$ cat src/rtl/cdd_pkg.sv
`timescale 1ns / 1ps
package cdd_pkg;

   // Window store geometry: three planes of MAX_Y lines of MAX_X words
   localparam int MAX_X      = 64;
   localparam int MAX_Y      = 64;
   localparam int POS_W      = 6;
   localparam int ADDR_W     = 14;
   localparam int MEM_DEPTH  = 3 * MAX_X * MAX_Y;
   localparam int SAMPLE_W   = 32;

   // Stencil taps and tensor components
   localparam int NUM_TAPS   = 19;
   localparam int TAP_W      = 5;
   localparam int NUM_OPS    = 9;
   localparam int OP_W       = 4;
   localparam int STEP_W     = 3;
   localparam logic [TAP_W-1:0]  LAST_TAP  = 5'd19;
   localparam logic [OP_W-1:0]   LAST_OP   = 4'd8;
   localparam logic [STEP_W-1:0] LAST_STEP = 3'd7;

   // Register indexes
   localparam logic [2:0] CSR_GRID_X = 3'd0;
   localparam logic [2:0] CSR_GRID_Y = 3'd1;
   localparam logic [2:0] CSR_GRID_Z = 3'd2;
   localparam logic [2:0] CSR_GHOST  = 3'd3;
   localparam logic [2:0] CSR_INV_X  = 3'd4;
   localparam logic [2:0] CSR_INV_Y  = 3'd5;
   localparam logic [2:0] CSR_INV_Z  = 3'd6;

   // Component codes
   localparam logic [OP_W-1:0] OP_DX  = 4'd0;
   localparam logic [OP_W-1:0] OP_DY  = 4'd1;
   localparam logic [OP_W-1:0] OP_DZ  = 4'd2;
   localparam logic [OP_W-1:0] OP_DXX = 4'd3;
   localparam logic [OP_W-1:0] OP_DYY = 4'd4;
   localparam logic [OP_W-1:0] OP_DZZ = 4'd5;
   localparam logic [OP_W-1:0] OP_DXY = 4'd6;
   localparam logic [OP_W-1:0] OP_DXZ = 4'd7;
   localparam logic [OP_W-1:0] OP_DYZ = 4'd8;

   // Offset codes per axis
   localparam logic [1:0] OFS_M = 2'd0;
   localparam logic [1:0] OFS_C = 2'd1;
   localparam logic [1:0] OFS_P = 2'd2;

   typedef struct packed {
      logic              accept;
      logic              rd_en;
      logic [TAP_W-1:0]  rd_idx;
      logic              cap_en;
      logic [TAP_W-1:0]  cap_idx;
      logic              calc_en;
      logic [OP_W-1:0]   op;
      logic [STEP_W-1:0] step;
      logic              load_out;
   } cmd_type;

   typedef struct packed {
      logic interior;
   } sts_type;

   // Tap offsets {dz, dy, dx} around the center point
   function automatic logic [5:0] tap_offset(input logic [TAP_W-1:0] idx);
      logic [5:0] r;
      case (idx)
         5'd0:    r = {OFS_C, OFS_C, OFS_C};
         5'd1:    r = {OFS_C, OFS_C, OFS_P};
         5'd2:    r = {OFS_C, OFS_C, OFS_M};
         5'd3:    r = {OFS_C, OFS_P, OFS_C};
         5'd4:    r = {OFS_C, OFS_M, OFS_C};
         5'd5:    r = {OFS_P, OFS_C, OFS_C};
         5'd6:    r = {OFS_M, OFS_C, OFS_C};
         5'd7:    r = {OFS_C, OFS_P, OFS_P};
         5'd8:    r = {OFS_C, OFS_M, OFS_P};
         5'd9:    r = {OFS_C, OFS_P, OFS_M};
         5'd10:   r = {OFS_C, OFS_M, OFS_M};
         5'd11:   r = {OFS_P, OFS_C, OFS_P};
         5'd12:   r = {OFS_M, OFS_C, OFS_P};
         5'd13:   r = {OFS_P, OFS_C, OFS_M};
         5'd14:   r = {OFS_M, OFS_C, OFS_M};
         5'd15:   r = {OFS_P, OFS_P, OFS_C};
         5'd16:   r = {OFS_M, OFS_P, OFS_C};
         5'd17:   r = {OFS_P, OFS_M, OFS_C};
         5'd18:   r = {OFS_M, OFS_M, OFS_C};
         default: r = {OFS_C, OFS_C, OFS_C};
      endcase
      return r;
   endfunction

   // Plane slot for a z offset, given the slot of the newest plane
   function automatic logic [1:0] plane_sel(input logic [1:0] zm3, input logic [1:0] dz);
      logic [1:0] r;
      case ({dz, zm3})
         {OFS_P, 2'd0}: r = 2'd0;
         {OFS_P, 2'd1}: r = 2'd1;
         {OFS_P, 2'd2}: r = 2'd2;
         {OFS_C, 2'd0}: r = 2'd2;
         {OFS_C, 2'd1}: r = 2'd0;
         {OFS_C, 2'd2}: r = 2'd1;
         {OFS_M, 2'd0}: r = 2'd1;
         {OFS_M, 2'd1}: r = 2'd2;
         {OFS_M, 2'd2}: r = 2'd0;
         default:       r = 2'd0;
      endcase
      return r;
   endfunction

endpackage

$ cat src/rtl/cdd_ctrl.sv
`timescale 1ns / 1ps
module cdd_ctrl (
   input  logic             clock,
   input  logic             reset,
   input  logic             req_tvalid,
   output logic             req_tready,
   output logic             rsp_tvalid,
   input  logic             rsp_tready,
   input  cdd_pkg::sts_type sts,
   output cdd_pkg::cmd_type cmd
);

   localparam logic [1:0] ST_IDLE = 2'd0;
   localparam logic [1:0] ST_READ = 2'd1;
   localparam logic [1:0] ST_CALC = 2'd2;
   localparam logic [1:0] ST_DONE = 2'd3;

   logic [1:0]                  state_ff, state_in;
   logic [cdd_pkg::TAP_W-1:0]   cnt_ff, cnt_in;
   logic [cdd_pkg::OP_W-1:0]    op_ff, op_in;
   logic [cdd_pkg::STEP_W-1:0]  step_ff, step_in;
   logic                        valid_ff, valid_in;
   logic                        out_free;

   assign out_free   = !valid_ff || rsp_tready;
   assign req_tready = (state_ff == ST_IDLE);
   assign rsp_tvalid = valid_ff;

   // Sequence: take request, read taps, run components, hand off result
   always_comb begin
      state_in = state_ff;
      cnt_in   = cnt_ff;
      op_in    = op_ff;
      step_in  = step_ff;
      cmd      = '0;
      cmd.op   = op_ff;
      cmd.step = step_ff;
      cmd.rd_idx  = cnt_ff;
      cmd.cap_idx = cnt_ff - 5'd1;
      case (state_ff)
         ST_IDLE: begin
            if (req_tvalid) begin
               cmd.accept = 1'b1;
               if (sts.interior) begin
                  state_in = ST_READ;
                  cnt_in   = '0;
               end
            end
         end
         ST_READ: begin
            cmd.rd_en  = (cnt_ff != cdd_pkg::LAST_TAP);
            cmd.cap_en = (cnt_ff != '0);
            if (cnt_ff == cdd_pkg::LAST_TAP) begin
               state_in = ST_CALC;
               op_in    = '0;
               step_in  = '0;
            end else begin
               cnt_in = cnt_ff + 5'd1;
            end
         end
         ST_CALC: begin
            cmd.calc_en = 1'b1;
            step_in     = step_ff + 3'd1;
            if (step_ff == cdd_pkg::LAST_STEP) begin
               if (op_ff == cdd_pkg::LAST_OP) begin
                  state_in = ST_DONE;
               end else begin
                  op_in = op_ff + 4'd1;
               end
            end
         end
         ST_DONE: begin
            if (out_free) begin
               cmd.load_out = 1'b1;
               state_in     = ST_IDLE;
            end
         end
         default: begin
            state_in = ST_IDLE;
         end
      endcase
   end

   // Hold the result valid until taken
   always_comb begin
      if (cmd.load_out) begin
         valid_in = 1'b1;
      end else if (rsp_tready) begin
         valid_in = 1'b0;
      end else begin
         valid_in = valid_ff;
      end
   end

   always_ff @(posedge clock) begin
      if (reset) begin
         state_ff <= ST_IDLE;
         cnt_ff   <= '0;
         op_ff    <= '0;
         step_ff  <= '0;
         valid_ff <= 1'b0;
      end else begin
         state_ff <= state_in;
         cnt_ff   <= cnt_in;
         op_ff    <= op_in;
         step_ff  <= step_in;
         valid_ff <= valid_in;
      end
   end

`ifndef SYNTHESIS
   a_interior_reads: assert property (@(posedge clock) disable iff (reset)
      (state_ff == ST_IDLE && req_tvalid && sts.interior) |=> (state_ff == ST_READ))
      else $error("interior request did not start tap reads");
   a_calc_done: assert property (@(posedge clock) disable iff (reset)
      (state_ff == ST_CALC && step_ff == cdd_pkg::LAST_STEP && op_ff == cdd_pkg::LAST_OP)
      |=> (state_ff == ST_DONE))
      else $error("last component did not finish the point");
   a_load_free: assert property (@(posedge clock) disable iff (reset)
      cmd.load_out |-> (!valid_ff || rsp_tready))
      else $error("result overwritten before taken");
   a_read_bound: assert property (@(posedge clock) disable iff (reset)
      (state_ff == ST_READ) |-> (cnt_ff <= cdd_pkg::LAST_TAP))
      else $error("tap counter out of range");
`endif

endmodule

$ cat config.mk
export PLATFORM = sky130hd
export DESIGN_NAME = cdd_ctrl
export DESIGN_NICKNAME = d
export VERILOG_FILES = /design/src/rtl/cdd_pkg.sv /design/src/rtl/cdd_ctrl.sv
export SDC_FILE = /design/constraint.sdc
export NUM_CORES = 1
export LEC_CHECK = 0
export BUFFER_PORTS_ARGS = -buffer_cell sky130_fd_sc_hd__buf_2
export CAP_MARGIN = 10
export CELL_PAD_IN_SITES_DETAIL_PLACEMENT = 0
export CELL_PAD_IN_SITES_GLOBAL_PLACEMENT = 1
export CORE_MARGIN = 3
export CORE_UTILIZATION = 30
export CTS_CLUSTER_SIZE = 30
export DETAILED_ROUTE_END_ITERATION = 7
export PLACE_DENSITY = 0.65
export REMOVE_ABC_BUFFERS = 1
export SLEW_MARGIN = 20
export SYNTH_ARGS = -nofsm -noshare
export SYNTH_HDL_FRONTEND = slang
export SYNTH_SLANG_ARGS = --single-unit
$ cat constraint.sdc
create_clock -name clock -period 1.8 [get_ports clock]
set_clock_uncertainty 0.15 [all_clocks]
set_input_delay 0.18 -clock clock [delete_from_list [all_inputs] [get_ports clock]]
set_output_delay 0.18 -clock clock [all_outputs]
set_load 0.005 [all_outputs]
==> results.md, run 1 <==
Setup path:
- Data on the critical path is required at its endpoint by about 1.9 ns.
- STA classifies the critical path startpoint as a flip-flop.
- The data arrival at the endpoint of the critical path is 1.81 ns.
- The worst setup path is captured at a flip-flop.
- In this run the worst path has a maximum fanout of 5.
- By startpoint and endpoint, the worst setup path is classified as flip-flop to flip-flop.

GRT:
- The maximum number of pins on one net before global-route repair is 17.
- The total global-route track usage is 0.137.
- The first global-routing pass estimated 4500 um of wire.
- The initial antenna violation count is 0.
- The number of global-route vias before repair was 941.
- The total overflow left after global routing is 0.

Flow run:
- The reported max-cap violation count is 0.

Place:
- The post-detailed-placement half-perimeter wirelength is ~1900 um.
- Routability-driven placement finished with a final weighted congestion of slightly below 0.8.
- The port buffer count is 28.
- The number of placed instances, taps included, is between 150 and 200.

Final layout:
- The most common cell after layout, fill and taps aside is sky130_fd_sc_hd__buf_2.
- The count of inserted antenna diode cells is 0.
- From synthesis to final layout, the design area changed by 29.9%.
- In the layout the commonest cells are sky130_fd_sc_hd__buf_2 (28), sky130_fd_sc_hd__inv_1 (11), sky130_fd_sc_hd__nor2_1 (11), sky130_fd_sc_hd__dfxtp_1 (11), sky130_fd_sc_hd__a21oi_1 (10).
- The number of non-filler instances in the completed layout is roughly 200.
- The number of nets in the finished design is between 150 and 200.
- The fraction of final layout cells sized beyond drive strength 1 is 0.382.

Synth:
- The number of different library cells in the post-synthesis netlist is 39.
- The synthesized area divided by synthesized cell count is between 8 and 9 um2.
- The number of register bits inferred by synthesis is 15.
- During synthesis, Yosys emitted a total of 0 warnings.
- The share of the Yosys chip area taken by registers is 0.291.
- Counting flops with an async set or reset pin after synthesis yields a share of 0.
- The number of flops mapped to enable cells by yosys is 0.
- The cell count after synthesis came out at between 100 and 150.
- In the synthesized netlist the dominant register cell turns out to be sky130_fd_sc_hd__dfxtp_1.
- In this run the cell area of the synthesized design comes to 0.00103 mm2.

Timing:
- The smallest clock period supported by the final layout is computed as between 1.5 and 2 ns.
- The final count of negative-setup-slack endpoints is 0.
- In this run the tightest slew margin relative to its limit is 0.771.
- After routing, the total negative slack on setup checks comes to 0 ns.
- The peak clock frequency supported by timing is between 0.5 and 0.6 GHz.
- Dividing the final minimum period by the clock period gives 0.962.
- The hold violation total from the final report is 0.
- Setup repair after global routing could not meet its margin everywhere.
- The final max-slew violation count is 0.
- The slew at the pin closest to its max-slew limit is 0.343 ns.

CTS:
- In this run the number of H-tree levels came out at 1.
- The clock passes through at most 2 buffers.
- After clock tree synthesis, the clock-pin slew on the worst setup and hold paths is 0.10 ns.
- The sink count of the clock tree is 15.
- The library cell used as clock root buffer is sky130_fd_sc_hd__clkbuf_4.
- The clock reaches the later pin of the worst-skew pair after roughly 0.30 ns.
- TritonCTS built the clock tree.
- The number of buffers created by CTS is 3.

Route:
- The detailed router finished its first iteration with 37 violations.
- The first-pass iteration count of the detailed router is 4.
- The final antenna-violating net count is 0.
- The per-cell via count in the routed design is slightly below 5.
- The final route contains 974 vias.
- The final routed wirelength across all metal layers is ~2800 um.
- The routed length per instance is 13.7 um.
- After detailed routing, the number of remaining DRC violations is 0.

Die:
- The number of placement rows is 20.
- The horizontal extent of the die is around 65 um.
- The area of the die is approximately 0.0042 mm2.
- The effective utilization at floorplan is 0.325.
- The floorplan die height is about 65 um.
- The region available for standard cell placement spans 0.00318 mm2.
- The boundary pin count is 29.

Power:
- The combinational share of power is 0.508.
- For this design the total switching power over the nets is about 0.52 mW.
- The switching power as a share of total power is 0.411.
- For this design the ratio of total power to cell area is ~940 mW/mm2.
- The static leakage is slightly below 0.6 nW.
- Of the total power, the clock network draws 0.165.
- VDD sags by at most about 540 uV.
- The internal power of the cells is about 0.74 mW.
- The portion of total power attributed to sequential cells is 0.327.

Hold path:
- In this run the worst hold path is classified as primary input to flip-flop.

Status:
- The run finished with clean final reports.
==> critical path, cell delays in order (launching register included) <==
cell and delay, ns:
sky130_fd_sc_hd__dfxtp_4 0.39, sky130_fd_sc_hd__inv_1 0.09, sky130_fd_sc_hd__ha_2 0.22, sky130_fd_sc_hd__and2b_2 0.27, sky130_fd_sc_hd__o22ai_4 0.09, sky130_fd_sc_hd__or3_1 0.31, sky130_fd_sc_hd__a21oi_1 0.14
==> timing repair <==
item                                   CTS  global route
setup endpoints to repair                4            11
pin swaps                                0             1
buffers inserted                         0             1
gates resized for setup                  4            16
endpoints found under the hold margin    0             0
hold buffers                             0             0
==> worst paths after layout <==
path	start	to	slack [ns]	depth (start not counted)
max	state_ff[0]	cnt_ff[1]	0.07	6
min	rsp_tready	rsp_tvalid	0.04	4
max reg2reg	state_ff[0]	cnt_ff[1]	0.07	6
min reg2reg	state_ff[1]	state_ff[1]	0.36	2
==> cells by family after synthesis <==
kind of cell	count (synthesis)	synth area share
buf+inv	16	0.0764
fa+ha+maj	12	0.145
flops	15	0.291
mux	3	0.0339
compound gates	31	0.208
xor+xnor	3	0.0255
simple gates	40	0.219
==> metrics by stage <==
stage               hold slack, ns  area (um2)  worst slack [ns]  utilization  power [mW]
finish                      0.0399        1340            0.0680        0.422        1.26
global route                0.0719        1340           -0.0446        0.422        1.36
CTS                         0.0322        1290          0.000498        0.406        1.19
detailed placement           0.353        1250           0.00963        0.394       0.967
global placement             0.346        1250            0.0732        0.394       0.949
floorplan                   0.0991         998             0.148            -       0.763
==> Yosys cell counts, drive strengths merged, types with 2 or more instances <==
cell type | count | share of area
buf | 3 | 0.029
and3 | 2 | 0.013
nand3 | 2 | 0.0097
o22ai | 2 | 0.025
ha | 12 | 0.15
nand2 | 9 | 0.035
mux2i | 2 | 0.019
nand2b | 2 | 0.012
o21ai | 3 | 0.015
inv | 12 | 0.044
nor2 | 11 | 0.040
nor2b | 2 | 0.012
xor2 | 2 | 0.017
and2 | 3 | 0.018
a31oi | 4 | 0.024
nand3b | 2 | 0.015
a32oi | 3 | 0.025
dfxtp | 15 | 0.29
a21oi | 10 | 0.048
a211oi | 4 | 0.029
nand4 | 2 | 0.012
==> final cells by class <==
cell class,count,area (um2)
clock buffers,3,22.5
clock inverters,1,5.00
flip-flops and latches,15,308
repair buffers,37,208
inverters,12,45.0
fillers,341,1840
well taps,44,55.1
multi-input cells,89,698
==> flip-flops by register name, summed over array words and instances, names as in the netlist <==
register	cells
step_ff	3
rsp_tvalid	1
op_ff	4
cnt_ff	5
state_ff	2
==> power groups by stage <==
stage	registers [mW]	clock network, mW	logic (mW)
2_1_floorplan	0.397	0	0.365
3_3_place_gp	0.399	0	0.550
3_5_place_dp	0.403	0	0.563
4_1_cts	0.399	0.217	0.574
5_1_grt	0.417	0.233	0.707
6_report	0.412	0.208	0.639
==> per-layer routing <==
metal | GRT usage | vias up | part of all wire
met1 | 0.179 | 455 | 0.48
met5 | 0 | - | 0
met4 | 0.0633 | 0 | 0.018
met3 | 0.0225 | 5 | 0.028
met2 | 0.218 | 16 | 0.48
li1 | - | 498 | -
No activity file was read; power rests on OpenSTA's default activity.
==> run 2: changes to the inputs <==
- CTS_BUF_LIST: unset -> sky130_fd_sc_hd__clkbuf_2
- SKIP_CTS_REPAIR_TIMING: unset -> 1
- SLEW_MARGIN: 20 -> unset
==> run 2 against run 1 <==
Register-to-register slack improved by 0.03 ns; first-iteration DRC count decreased by 8.1%; critical path depth unchanged; wire length decreased by 2.2%; fmax increased by 0.96%; highest routed layer unchanged.
==> results.md, run 2 (synthesis results as in run 1) <==
Status:
- The flow ran to the end, and the final reports show no timing, DRC or antenna violations.

Final layout:
- Leaving out fill and tap cells, the most frequent cells in the layout are sky130_fd_sc_hd__buf_2 (28), sky130_fd_sc_hd__nor2_1 (11), sky130_fd_sc_hd__a21oi_1 (10), sky130_fd_sc_hd__dfxtp_1 (10).
- Ranked by flip-flop count, first place goes to cnt_ff.
- The library cell used most frequently in the layout, excluding fill and tap cells, is sky130_fd_sc_hd__buf_2.
- The finished cells cover ~0.0014 mm2.
- In the final design database the tool counted around 180 nets.
- The fraction of final layout cells sized beyond drive strength 1 is 0.401.
- The final design utilization is 0.427.
- The register with the most flip-flops in the layout has 5 of them.
- The number of non-filler instances in the completed layout is between 200 and 250.
- Compared with the post-synthesis result, the final layout area differs by 31.4%.
- The largest registers in the layout are cnt_ff: 5 flops, op_ff: 4 flops, step_ff: 3 flops.
- The repair_antennas step left the layout with diodes totalling 0.

CTS:
- The later pin in the worst-skew pair is clocked with a latency of 0.30 ns.
- The clock-pin slew on the worst setup and hold paths is about 0.17 ns.
- In this run the deepest clock path goes through 2 buffers.
- Counting the buffers created by CTS gives 3.
- The number of H-tree branching levels is 1.
- The library cell used as clock root buffer is sky130_fd_sc_hd__clkbuf_2.
- The clock tree from TritonCTS is done.
- Counting every sink on the clock net gives 15.

Setup path:
- Of all nets on the critical path, the largest fanout is 8.
- The critical path in this run is classified as flip-flop to output port.
- The type of element capturing the critical path is an output port.
- For the worst flop-to-flop path, the logic depth is 6.
- The slack of the worst reg-to-reg path is around 0.10 ns.
- For the worst setup path, the data arrival time is around 1.4 ns.
- The type of origin of the critical path is a flip-flop.
- The worst path required time is around 1.5 ns.
- The startpoint of the worst-slack reg-to-reg timing path is step_ff[1].
- The reg-to-reg endpoint is op_ff[2].

Die:
- The number of placement rows is 20.
- The die is roughly 65 um wide.
- The boundary pin count is 29.
- The die covers 0.00418 mm2.
- The region available for standard cell placement spans approximately 0.0032 mm2.
- The floorplan die height is between 60 and 70 um.
- The effective utilization at floorplan is 0.325.

Place:
- After detailed placement, the total cell area comes to ~0.0013 mm2.
- The number of placed instances, taps included, is around 200.
- During placement, the flow inserted port buffers numbering 28.
- The post-detailed-placement half-perimeter wirelength is between 1500 and 2000 um.
- The routability-driven placement congestion ratio is about 0.77.

Timing:
- The sum of negative setup slack is 0 ns.
- Setup violations remaining at the end of the flow were counted as 0.
- Headroom to the max-slew limit came out at 0.771.
- The hold violation total from the final report is 0.
- Setup repair after global routing could not meet its margin everywhere.
- The final critical delay including setup and external delays is roughly 1.7 ns.
- In the finished design, the share of the clock period the worst path needs comes to 0.953.
- Timing would allow up to roughly 0.58 GHz.
- The final max-slew violation count was 0.
- At the pin with the least slew margin, the transition time is about 0.34 ns.

GRT:
- Across every metal layer, demand over resource in global routing totals 0.134.
- The number of global-route vias before repair is 930.
- For this run the aggregate overflow at the end of global routing stands at 0.
- The initial antenna violation count was 0.
- The first-pass GRT wire length is between 4000 and 5000 um.
- Entering global routing, the biggest net connects 17 pins.

Power:
- The portion of total power attributed to sequential cells is 0.336.
- The static leakage is a little under 0.6 nW.
- The internal power of the cells totals roughly 0.74 mW.
- Of the total power, combinational logic draws 0.531.
- The clock share of power is 0.133.
- The switching power as a share of total power is 0.415.
- The analysis attributes to net switching a power of between 0.5 and 0.6 mW.
- VDD sags by at most around 560 uV.
- For this design the ratio of total power to cell area is slightly above 900 mW/mm2.

Hold path:
- The hold path startpoint is rsp_tready.
- The worst min-delay path endpoint is rsp_tvalid.
- The path class of the tightest hold or removal check is primary input to flip-flop.
- The number of cells on the worst hold path is 4.

Route:
- After detailed routing, the number of remaining DRC violations is 0.
- In the final routed layout, each cell accounts on average for approximately 13 um.
- For this block, the via count after detailed routing is ~1,000.
- The per-cell via count in the routed design is just under 5.
- The final routed wirelength across all metal layers is around 2700 um.
- For this block, the initial DRC count from the detailed router was 34.
- The detail route stage leaves a number of antenna-violating nets equal to 0.
- The first-pass iteration count of the detailed router is 4.

Flow run:
- The reported max-cap violation count is 0.
-- run 2: cell types whose count changed in the layout (fill, tap and decap cells not counted), sizes merged --
cell      delta
clkinvlp     +1
inv          -1
-- run 2: critical path: stages (launching register included) --
cell and delay [ns]:
sky130_fd_sc_hd__dfxtp_4 0.42, sky130_fd_sc_hd__inv_6 0.05, sky130_fd_sc_hd__ha_4 0.18, sky130_fd_sc_hd__buf_4 0.16
sky130_fd_sc_hd__nand2_4 0.12, sky130_fd_sc_hd__inv_1 0.05, sky130_fd_sc_hd__buf_2 0.12
-- run 2: metal layers --
| metal | part of all wire | up-vias | global-route usage | routed length (um) |
|---|---|---|---|---|
| met5 | 0 | - | 0 | 0 |
| met4 | 0.010 | 0 | 0.0554 | 27 |
| met3 | 0.027 | 4 | 0.0225 | 74 |
| met2 | 0.48 | 17 | 0.215 | 1300 |
| met1 | 0.48 | 466 | 0.178 | 1300 |
| li1 | - | 501 | - | - |
-- run 2: how the worst max path moves through the flow --
stage	startpoint	endpoint	slack, ns	cells after the start
floorplan	state_ff[1]	cnt_ff[1]	0.15	6
global placement	state_ff[0]	cnt_ff[1]	0.07	6
detailed placement	state_ff[0]	cnt_ff[1]	0.01	6
CTS	state_ff[1]	cmd[20]	-0.13	6
global route	state_ff[1]	cmd[14]	-0.02	5
finish	state_ff[1]	cmd[20]	0.08	6
-- run 2: layout make-up --
type                            count  area (um2)
Tap cell                           44        55.1
Inverter                           12        53.8
Timing Repair Buffer               37         208
Sequential cell                    15         314
Multi-Input combinational cell     89         706
Clock inverter                      1        5.00
Fill cell                         341        1820
Clock buffer                        3        15.0
-- run 2: power groups by stage --
stage	logic, mW	clock network [mW]	registers (mW)
final	0.668	0.167	0.422
after global routing	0.738	0.195	0.429
after CTS	0.566	0.177	0.395
after detailed placement	0.563	0	0.403
after global placement	0.550	0	0.399
after floorplan	0.365	0	0.397
-- run 2: per-stage QoR --
| step | total power, mW | hold slack [ns] | setup slack [ns] |
|---|---|---|---|
| 2_1_floorplan | 0.763 | 0.0991 | 0.148 |
| 3_3_place_gp | 0.949 | 0.346 | 0.0732 |
| 3_5_place_dp | 0.967 | 0.353 | 0.00963 |
| 4_1_cts | 1.14 | 0.0274 | -0.128 |
| 5_1_grt | 1.36 | 0.0519 | -0.0188 |
| 6_report | 1.26 | 0.0383 | 0.0845 |
==> run 3: changes to the inputs <==
- CORE_MARGIN: 3 -> unset
- REMOVE_ABC_BUFFERS: 1 -> unset
==> run 3 against run 2 <==
Critical endpoint unchanged; critical path type unchanged; total power shrank 7.9%; flip-flop and latch count stayed put; sequential share of layout area up 0.12 points.
==> results.md, run 3 (synthesis results as in run 1) <==
Status:
- The flow ran to the end, and the final reports show no timing, DRC or antenna violations.

Final layout:
- The flip-flop count of the largest register after layout is 5.
- cnt_ff holds more flip-flops than any other register.
- The library cells used most frequently in the layout, excluding fill and tap cells, are sky130_fd_sc_hd__buf_2 (28), sky130_fd_sc_hd__inv_1 (12), sky130_fd_sc_hd__dfxtp_1 (12), sky130_fd_sc_hd__nor2_1 (11), sky130_fd_sc_hd__buf_4 (10).
- The number of nets in the finished design is between 150 and 200.
- With fillers left out, the area of the finished cells amounts to 0.00131 mm2.
- Once layout is complete, the utilization of the core stands at 0.414.
- The number of antenna diodes in the final layout is 0.
- Leaving out fill and tap cells, the most frequent cell in the layout is sky130_fd_sc_hd__buf_2.
- The fraction of final layout cells sized beyond drive strength 1 is 0.354.
- In the final layout, the registers with the most flip-flops are cnt_ff: 5 flops, op_ff: 4 flops, step_ff: 3 flops.
- The area growth from synthesis to layout is 26.5%.

Place:
- The worst slack at placement is around 0.032 ns.
- The port buffer count is 28.
- After detailed placement, the total cell area comes to between 0.001 and 0.0015 mm2.
- The post-detailed-placement half-perimeter wirelength is approximately 1800 um.
- The routability-driven placement congestion ratio is between 0.8 and 0.9.

Route:
- In the final routed layout, each cell accounts on average for around 11 um.
- The per-cell via count in the routed design is 4.84.
- The final antenna-violating net count is 0.
- The overall via count from detail_route is slightly below 1k.
- The first detailed-routing pass took 4 iterations.
- The DRC marker count from the first detailed-route iteration is 40.
- For this block, the routed nets add up to approximately 2300 um of wire.
- For this run, design rule violations remaining after detail routing come to 0.

CTS:
- TritonCTS built the clock tree.
- The clock passes through at most 2 buffers.
- The number of buffers created by CTS is 3.
- CTS built an H-tree with a depth of 1.
- The clock-pin slew on the worst setup and hold paths is 0.17 ns.
- The library cell used as clock root buffer is sky130_fd_sc_hd__clkbuf_2.
- The sink count of the clock tree is 15.
- The clock network latency to the later pin of the worst-skew pair is 0.29 ns.

Setup path:
- The type of the worst setup path is flip-flop to output port.
- On the worst path, the slowest cell contributes a delay of between 0.3 and 0.4 ns.
- The critical path's most frequent cell is sky130_fd_sc_hd__inv_1.
- The cell type of the slowest stage on the worst timing path is sky130_fd_sc_hd__dfxtp_2.
- STA classifies the critical path startpoint as a flip-flop.
- Among cell families on the critical path, the largest total delay comes from buffers and inverters.
- Data on the critical path is required at its endpoint by ~1.5 ns.
- STA puts the critical path data arrival time at 1.40 ns.
- The critical path contains buffers and inverters numbering 4 combined.
- The signal on the critical path passes through inv_1 > ha_2 > buf_4 > nand2_2 > inv_1 > buf_2.
- The maximum fanout encountered on the critical timing path is 6.
- The type of element capturing the critical path is an output port.

Power:
- The cell area power density is around 890 mW/mm2.
- The static leakage is between 0.5 and 0.6 nW.
- Across the VDD grid, the largest voltage drop is between 300 and 400 uV.
- The total power is around 1.2 mW.

Die:
- After floorplanning, the core was sized to cover about 0.0032 mm2.
- The boundary pin count is 29.
- The die covers ~0.0037 mm2.
- The effective utilization at floorplan is 0.327.
- The horizontal extent of the die is a little over 60 um.
- The initialized floorplan defines 20 standard-cell rows.
- The die is 60.7 um tall.

Timing:
- Timing would allow up to just under 0.6 GHz.
- The slew at the pin closest to its max-slew limit is between 0.3 and 0.4 ns.
- The final period utilization is 0.959.
- The final critical delay including setup and external delays is approximately 1.7 ns.
- Across all setup checks in the final design, the least slack found is ~0.075 ns.
- The remaining max-slew budget at the tightest pin is 0.756.
- The hold violation total from the final report came to 0.
- The final count of negative-setup-slack endpoints is 0.
- Setup repair after global routing could not meet its margin everywhere.
- The final max-slew violation count came to 0.

Synth:
- Synthesis produced a netlist with a net count of approximately 140.

GRT:
- The first-pass GRT wire length is ~3800 um.
- Entering global routing, the biggest net connects 17 pins.
- The initial antenna violation count is 0.
- The number of global-route vias before repair was 857.
- The leftover overflow at the end of global routing is 0.
- The total global-route track usage is 0.137.

Hold path:
- The worst hold path belongs to the class primary input to flip-flop.

Flow run:
- The reported max-cap violation count is 0.
[run 3: metrics by stage]
| step | std cells | setup TNS, ns | hold WS [ns] |
|---|---|---|---|
| 3_3_place_gp | 197 | 0 | 0.338 |
| 2_1_floorplan | 120 | 0 | 0.0991 |
| 6_report | 202 | 0 | 0.0230 |
| 5_1_grt | 202 | -0.0283 | 0.0297 |
| 4_1_cts | 201 | -0.112 | -0.00837 |
| 3_5_place_dp | 197 | 0 | 0.349 |
[run 3: final timing paths]
| check | cells after the start | start | to | slack (ns) |
|---|---|---|---|---|
| worst max-delay path | 6 | state_ff[1] | cmd[20] | 0.07 |
| worst min-delay path | 4 | rsp_tready | rsp_tvalid | 0.02 |
| worst max register to register | 6 | state_ff[0] | cnt_ff[1] | 0.10 |
| worst min register to register | 2 | op_ff[2] | op_ff[2] | 0.36 |
[run 3: layout make-up]
cell class / instances / area, um2
multi-input cells: 89 / 667
well taps: 44 / 55.1
clock buffers: 4 / 20.0
repair buffers: 38 / 215
inverters: 12 / 45.0
fillers: 343 / 1850
flip-flops and latches: 15 / 304
[run 3: report_power, final]
part	switching [mW]	internal [mW]	total, mW	leakage, nW
Clock	0.112	0.0589	0.171	0.0166
Sequential	0.0314	0.368	0.399	0.122
Combinational	0.322	0.266	0.588	0.440
[run 3: worst reg2reg max path: stages (launching register included)]
cell and delay, ns:
sky130_fd_sc_hd__dfxtp_2 0.40, sky130_fd_sc_hd__inv_1 0.09, sky130_fd_sc_hd__ha_2 0.21, sky130_fd_sc_hd__and2b_2 0.27, sky130_fd_sc_hd__o22ai_4 0.09, sky130_fd_sc_hd__or3_1 0.31
sky130_fd_sc_hd__a21oi_1 0.14
[run 3: routing by layer]
| layer | part of all wire | up-vias | track usage | wire length (um) |
|---|---|---|---|---|
| met2 | 0.46 | 17 | 0.234 | 1070 |
| met5 | 0 | - | 0 | 0 |
| met1 | 0.50 | 457 | 0.170 | 1140 |
| met4 | 0.0082 | 0 | 0.0292 | 19 |
| li1 | - | 501 | - | - |
| met3 | 0.035 | 2 | 0.0448 | 80 |
